**config.mk**
```make
export PLATFORM = sky130hd
export DESIGN_NAME = stc_temp
export DESIGN_NICKNAME = d
export VERILOG_FILES = /design/src/rtl/stc_pkg.sv /design/src/rtl/stc_temp.sv
export SDC_FILE = /design/constraint.sdc
export NUM_CORES = 2
export LEC_CHECK = 0
export BUFFER_PORTS_ARGS = -buffer_cell sky130_fd_sc_hd__buf_2
export CORE_MARGIN = 2
export CORE_UTILIZATION = 24
export CTS_BUF_LIST = sky130_fd_sc_hd__clkbuf_4 sky130_fd_sc_hd__clkbuf_8
export CTS_CLUSTER_SIZE = 28
export DETAILED_ROUTE_END_ITERATION = 8
export PLACE_DENSITY_LB_ADDON = 0.08
export SYNTH_ARGS = -nofsm -noshare
export SYNTH_HDL_FRONTEND = slang
export SYNTH_SLANG_ARGS = --single-unit
```
**constraint.sdc**
```tcl
create_clock -name clk -period 18.05 [get_ports clk]
set_input_delay 3.61 -clock clk [delete_from_list [all_inputs] [get_ports clk]]
set_output_delay 3.61 -clock clk [all_outputs]
set_load 0.01 [all_outputs]
```
**src/rtl/stc_pkg.sv**
```systemverilog
// Shared types, register indexes and sign-extension helpers for the sensor compensation block.
`default_nettype none
package stc_pkg;

  // Configuration register indexes
  localparam logic [2:0] REG_TEMP    = 3'd0;
  localparam logic [2:0] REG_PRESS_A = 3'd1;
  localparam logic [2:0] REG_PRESS_B = 3'd2;
  localparam logic [2:0] REG_MIXED   = 3'd3;
  localparam logic [2:0] REG_HUM     = 3'd4;

  // Humidity clamp ceiling (Q10.22, which is Q22.10 after the 12-bit shift)
  localparam logic [31:0] HUM_CLAMP = 32'd419430400;

  // Decoded calibration words
  typedef struct packed {
    logic [15:0] t1;
    logic [15:0] t2;
    logic [15:0] t3;
    logic [15:0] p1;
    logic [15:0] p2;
    logic [15:0] p3;
    logic [15:0] p4;
    logic [15:0] p5;
    logic [15:0] p6;
    logic [15:0] p7;
    logic [15:0] p8;
    logic [15:0] p9;
    logic [7:0]  h1;
    logic [15:0] h2;
    logic [7:0]  h3;
    logic [15:0] h4;
    logic [15:0] h5;
    logic [7:0]  h6;
  } stc_coef_t;

  // Raw readings still waiting for their path
  typedef struct packed {
    logic [19:0] adc_press;
    logic [15:0] adc_hum;
  } stc_raw_t;

  // Temperature stage to humidity stage
  typedef struct packed {
    logic [31:0] temp;
    logic [31:0] fine;
    stc_raw_t    raw;
  } stc_th_t;

  // Finished temperature and humidity values
  typedef struct packed {
    logic [31:0] temp;
    logic [31:0] fine;
    logic [16:0] hum;
  } stc_side_t;

  // Humidity stage to pressure stage
  typedef struct packed {
    stc_side_t   side;
    logic [19:0] adc_press;
  } stc_hp_t;

  // Complete result
  typedef struct packed {
    stc_side_t   side;
    logic [31:0] press;
  } stc_res_t;

  function automatic logic [31:0] sx8_32(input logic [7:0] v);
    return {{24{v[7]}}, v};
  endfunction

  function automatic logic [31:0] sx16_32(input logic [15:0] v);
    return {{16{v[15]}}, v};
  endfunction

  function automatic logic [63:0] sx16_64(input logic [15:0] v);
    return {{48{v[15]}}, v};
  endfunction

  function automatic logic [63:0] sx32_64(input logic [31:0] v);
    return {{32{v[31]}}, v};
  endfunction

endpackage
`default_nettype wire

```
**src/rtl/stc_temp.sv**
```systemverilog
// Temperature pipeline: five stages producing fine temperature and centi-degrees.
`default_nettype none
module stc_temp import stc_pkg::*; (
  input  wire logic        clk,
  input  wire logic        rst_n,
  input  wire logic        en,
  input  wire logic        in_valid,
  input  wire logic [19:0] adc_temp,
  input  wire stc_raw_t    raw,
  input  wire stc_coef_t   coef,
  output logic             out_valid,
  output stc_th_t          out_data
);

  localparam int NS = 5;

  logic [NS:1] vld_r;
  stc_raw_t    raw_r [1:NS];
  logic [31:0] ta_r, dt_r, ma_r, mdd_r, a_r, mb_r, fine4_r, fine5_r, temp_r;
  logic [31:0] t1z, t2s, t3s, mdd_sh, fine_x5;

  assign t1z     = {16'd0, coef.t1};
  assign t2s     = sx16_32(coef.t2);
  assign t3s     = sx16_32(coef.t3);
  assign mdd_sh  = 32'($signed(mdd_r) >>> 12);
  assign fine_x5 = {fine4_r[29:0], 2'b00} + fine4_r;

  // Valid chain
  always_ff @(posedge clk) begin
    if (!rst_n) begin
      vld_r <= '0;
    end else if (en) begin
      vld_r <= {vld_r[NS-1:1], in_valid};
    end
  end

  // Datapath
  always_ff @(posedge clk) begin
    if (en) begin
      raw_r[1] <= raw;
      for (int k = 2; k <= NS; k++) raw_r[k] <= raw_r[k-1];
      // stage 1: offsets
      ta_r    <= {15'd0, adc_temp[19:3]} - {15'd0, coef.t1, 1'b0};
      dt_r    <= {16'd0, adc_temp[19:4]} - t1z;
      // stage 2: products
      ma_r    <= ta_r * t2s;
      mdd_r   <= dt_r * dt_r;
      // stage 3
      a_r     <= 32'($signed(ma_r) >>> 11);
      mb_r    <= mdd_sh * t3s;
      // stage 4: fine temperature
      fine4_r <= a_r + 32'($signed(mb_r) >>> 14);
      // stage 5: scaled temperature
      fine5_r <= fine4_r;
      temp_r  <= 32'($signed(fine_x5 + 32'd128) >>> 8);
    end
  end

  assign out_valid     = vld_r[NS];
  assign out_data.temp = temp_r;
  assign out_data.fine = fine5_r;
  assign out_data.raw  = raw_r[NS];

endmodule
`default_nettype wire

```
==> results_dict.tcl <==
set metrics [dict create \
    die_height_um 436 \
    cts_tree "done" \
    number_of_antenna_violations_at_the_first_check_in_global_routing 8 \
    synth_area_leaders "fa_1 38%, edfxtp_1 23%, ha_1 10%" \
    crit_path_cell_trace "buf_2 -> nand2_1 -> fa_1 -> inv_1 -> fa_1 -> inv_1 -> fa_1 -> inv_1 -> fa_1 -> inv_1 -> fa_1 -> inv_1 -> fa_1 -> ha_1 -> and3_1 -> nand3_1 -> a2bb2oi_1 -> nand3_1 -> o31ai_1 -> a21oi_1 -> o21a_1 -> o21a_1 -> a221oi_2 -> xnor2_1" \
    worst_slew_pin_slew_ns 1.02 \
    die_area_um2 190000 \
    core_area_um2 186000 \
    clock_sinks 351 \
    syn-num-nets 5695 \
    holdCritPathClass "reg -> reg" \
    die_w_um 436 \
    numCtsBuffers 70 \
    timing_hold_violations_final 0 \
    vias_in_the_first_global_route 30800 \
    drtIter0Drc 842 \
    grt_start_max_net_pins 119 \
    cpLargestDelayFamily "adder cells" \
    synthesis.yosys.warnings 0 \
    cts_hold_buffers 0 \
    cell_variety_after_synth 69 \
    root_buffer "clkbuf_8" \
    htree_num_levels 3 \
    drt_first_pass_iters 5 \
    syn_to_final_growth_pct 10.9 \
    track_usage 0.128 \
    holdPathEnd "raw_r[0][99]" \
    io_pins 425 \
    drtAntennaViolNets 0 \
    finalCriticalPeriod_ns 10.38 \
    post_synth.cell_area_avg_um2 10.9 \
    crit_buf_inv 6 \
    syn_area_um2 44900 \
    rsz0062_at_grt "no" \
    start_util 0.242 \
    r2r.worst_path.cells 22 \
    timing.final.crit_share 0.575 \
    postLayoutCoreUtil 0.268 \
    vias_per_cell 3.95 \
    worstSetupStartpointType "input pin" \
    post_route_cells_drive_above_1_share 0.0855 \
    critical-path-top-cell-by-count "fa_1" \
    outcome "completed" \
    netlist.area_leader.share 0.385 \
    relSlewSlack 0.319 \
    post_synth_xor_area_fraction 0.0332 \
    critical-path-slowest-cell "o31ai_1" \
    yosysTopAreaCell "fa_1" \
    gr-total-overflow 0 \
    routedWlPerCell_um 17.3 \
    synth_simple_gate_area_frac 0.102 \
    synth.ff_latch_count 351 \
    dominant_cell_by_count_in_the_synthesized_netlist "inv_1" \
    cp.arrival_ns 10.83 \
    rrSetupSlack_ns 9.97 \
    timing.rr.end "mdd_r[31]" \
    post-cts-setup-buffers 0 \
    grt_first_pass_wirelength_um 186000 \
    setup_violations 0 \
    finalWirelength_um 118000 \
    fmaxAchievable_mhz 96.3 \
    synthesis.instances 4133 \
    worstSkewPairLatency_ns 0.73 \
    nets 5824 \
    clock_path_buffers 3 \
    hold_depth 0 \
    slowest_delay_ns 0.77 \
    crit_fanout 18 \
    mux_cell_area_share_after_synthesis 0.00134 \
    combinational_family_with_the_most_area_after_synthesis "adder cells" \
    path_clk_slew_ns 0.06 \
    synthTopCellsByCount "1009 x inv_1, 862 x fa_1, 420 x nand2_1" \
    critical_path_required_ns 18.50 \
    post_synth_fa_ha_maj_area_fraction 0.489 \
    gpl.final_weighted_congestion 0.736 \
    maxcap_viol_count 0 \
    worst_setup_path_end_kind "flip-flop" \
    total_vias_in_the_final_route 26900 \
    row_count 158 \
    final.setup_skew_ns 0.0356 \
    port-buffer-count 205 \
    critical_hold_path_startpoint "raw_r[0][63]" \
    synth_compound_gate_area_share 0.0351 \
    worst-setup-path-type "in -> reg" \
    r2r_startpoint "ta_r[5]" \
    totalNegativeSetupSlack_ns 0 \
    ys_dominant_reg_cell "edfxtp_1" \
    ys_seq_area_frac 0.234 \
    synthArstFlopShare 0 \
    detail_route.drc_violations 0 \
    synth_enable_flop_cells 346 \
    drv_slew 0 \
    place.detailed.hpwl_um 91500 \
    post_cts_resize_count 0 \
]
-- metal layers --
layer / vias up / part of all wire / global-route usage / routed length [µm]
met1: 13800 / 0.46 / 0.170 / 54000
met5: - / 0.00011 / 0 / 13
met3: 85 / 0.026 / 0.0179 / 3010
met2: 289 / 0.50 / 0.223 / 58700
li1: 12700 / - / - / -
met4: 2 / 0.016 / 0.0237 / 1870
-- state kept, by name, summed over array words and instances, names as in the netlist --
signal and count:
a_r 21, fine4_r 22, fine5_r 22, ma_r 21, mb_r 18, mdd_r 20
raw_r 180, ta_r 18, temp_r 24, vld_r 5
-- placed cells by master (no fill, tap or decap), types with 8 or more instances in the layout --
master,count
edfxtp_1,346
nor2b_1,22
nand3_1,11
a21oi_1,60
xnor2_1,138
o21ai_0,41
xor2_1,32
and2_1,322
ha_1,376
buf_4,37
fa_1,862
clkbuf_4,16
a21boi_0,9
o21a_1,21
clkbuf_8,71
a21o_1,28
clkinv_1,20
clkinv_2,10
o21bai_1,12
and3_1,8
nor2_1,96
nor3_1,19
nand4_1,10
buf_2,204
nand2_1,420
inv_1,1009
nand2b_1,21
-- worst max-delay path by stage --
stage / startpoint / to / slack, ns / cells past startpoint
floorplan: coef[236] / ma_r[31] / 8.41 / 25
global placement: coef[233] / ma_r[31] / 6.96 / 24
detailed placement: coef[233] / ma_r[31] / 6.99 / 24
CTS: coef[233] / ma_r[31] / 7.80 / 24
global route: coef[233] / ma_r[31] / 7.50 / 24
finish: coef[233] / ma_r[31] / 7.67 / 24
-- cell type report --
class	instances	area, µm²
Antenna cell	1	2.50
Clock buffer	87	1100
Clock inverter	39	264
Fill cell	19700	136000
Inverter	1010	3790
Multi-Input combinational cell	2587	29700
Sequential cell	351	10500
Tap cell	2480	3100
Timing Repair Buffer	242	1310
-- logic make-up after synthesis --
kind of cell / Yosys count
fa+ha+maj: 1238
buf+inv: 1195
simple gates: 945
flops: 351
compound gates: 228
xor+xnor: 170
mux: 6
-- per-stage QoR --
stage                     std cells  hold WS, ns  area, µm²  worst slack, ns
after floorplan                4133        0.400      44900             8.41
after global placement         6670        0.400      48400             6.96
after detailed placement       6670        0.405      48400             6.99
after CTS                      6796        0.401      49700             7.80
after global routing           6797        0.414      49700             7.50
final                          6797        0.404      49700             7.67
Power is left out: the tool's default activity adds up to more than one toggle a clock period on the data nets, which glitch-free logic cannot reach.
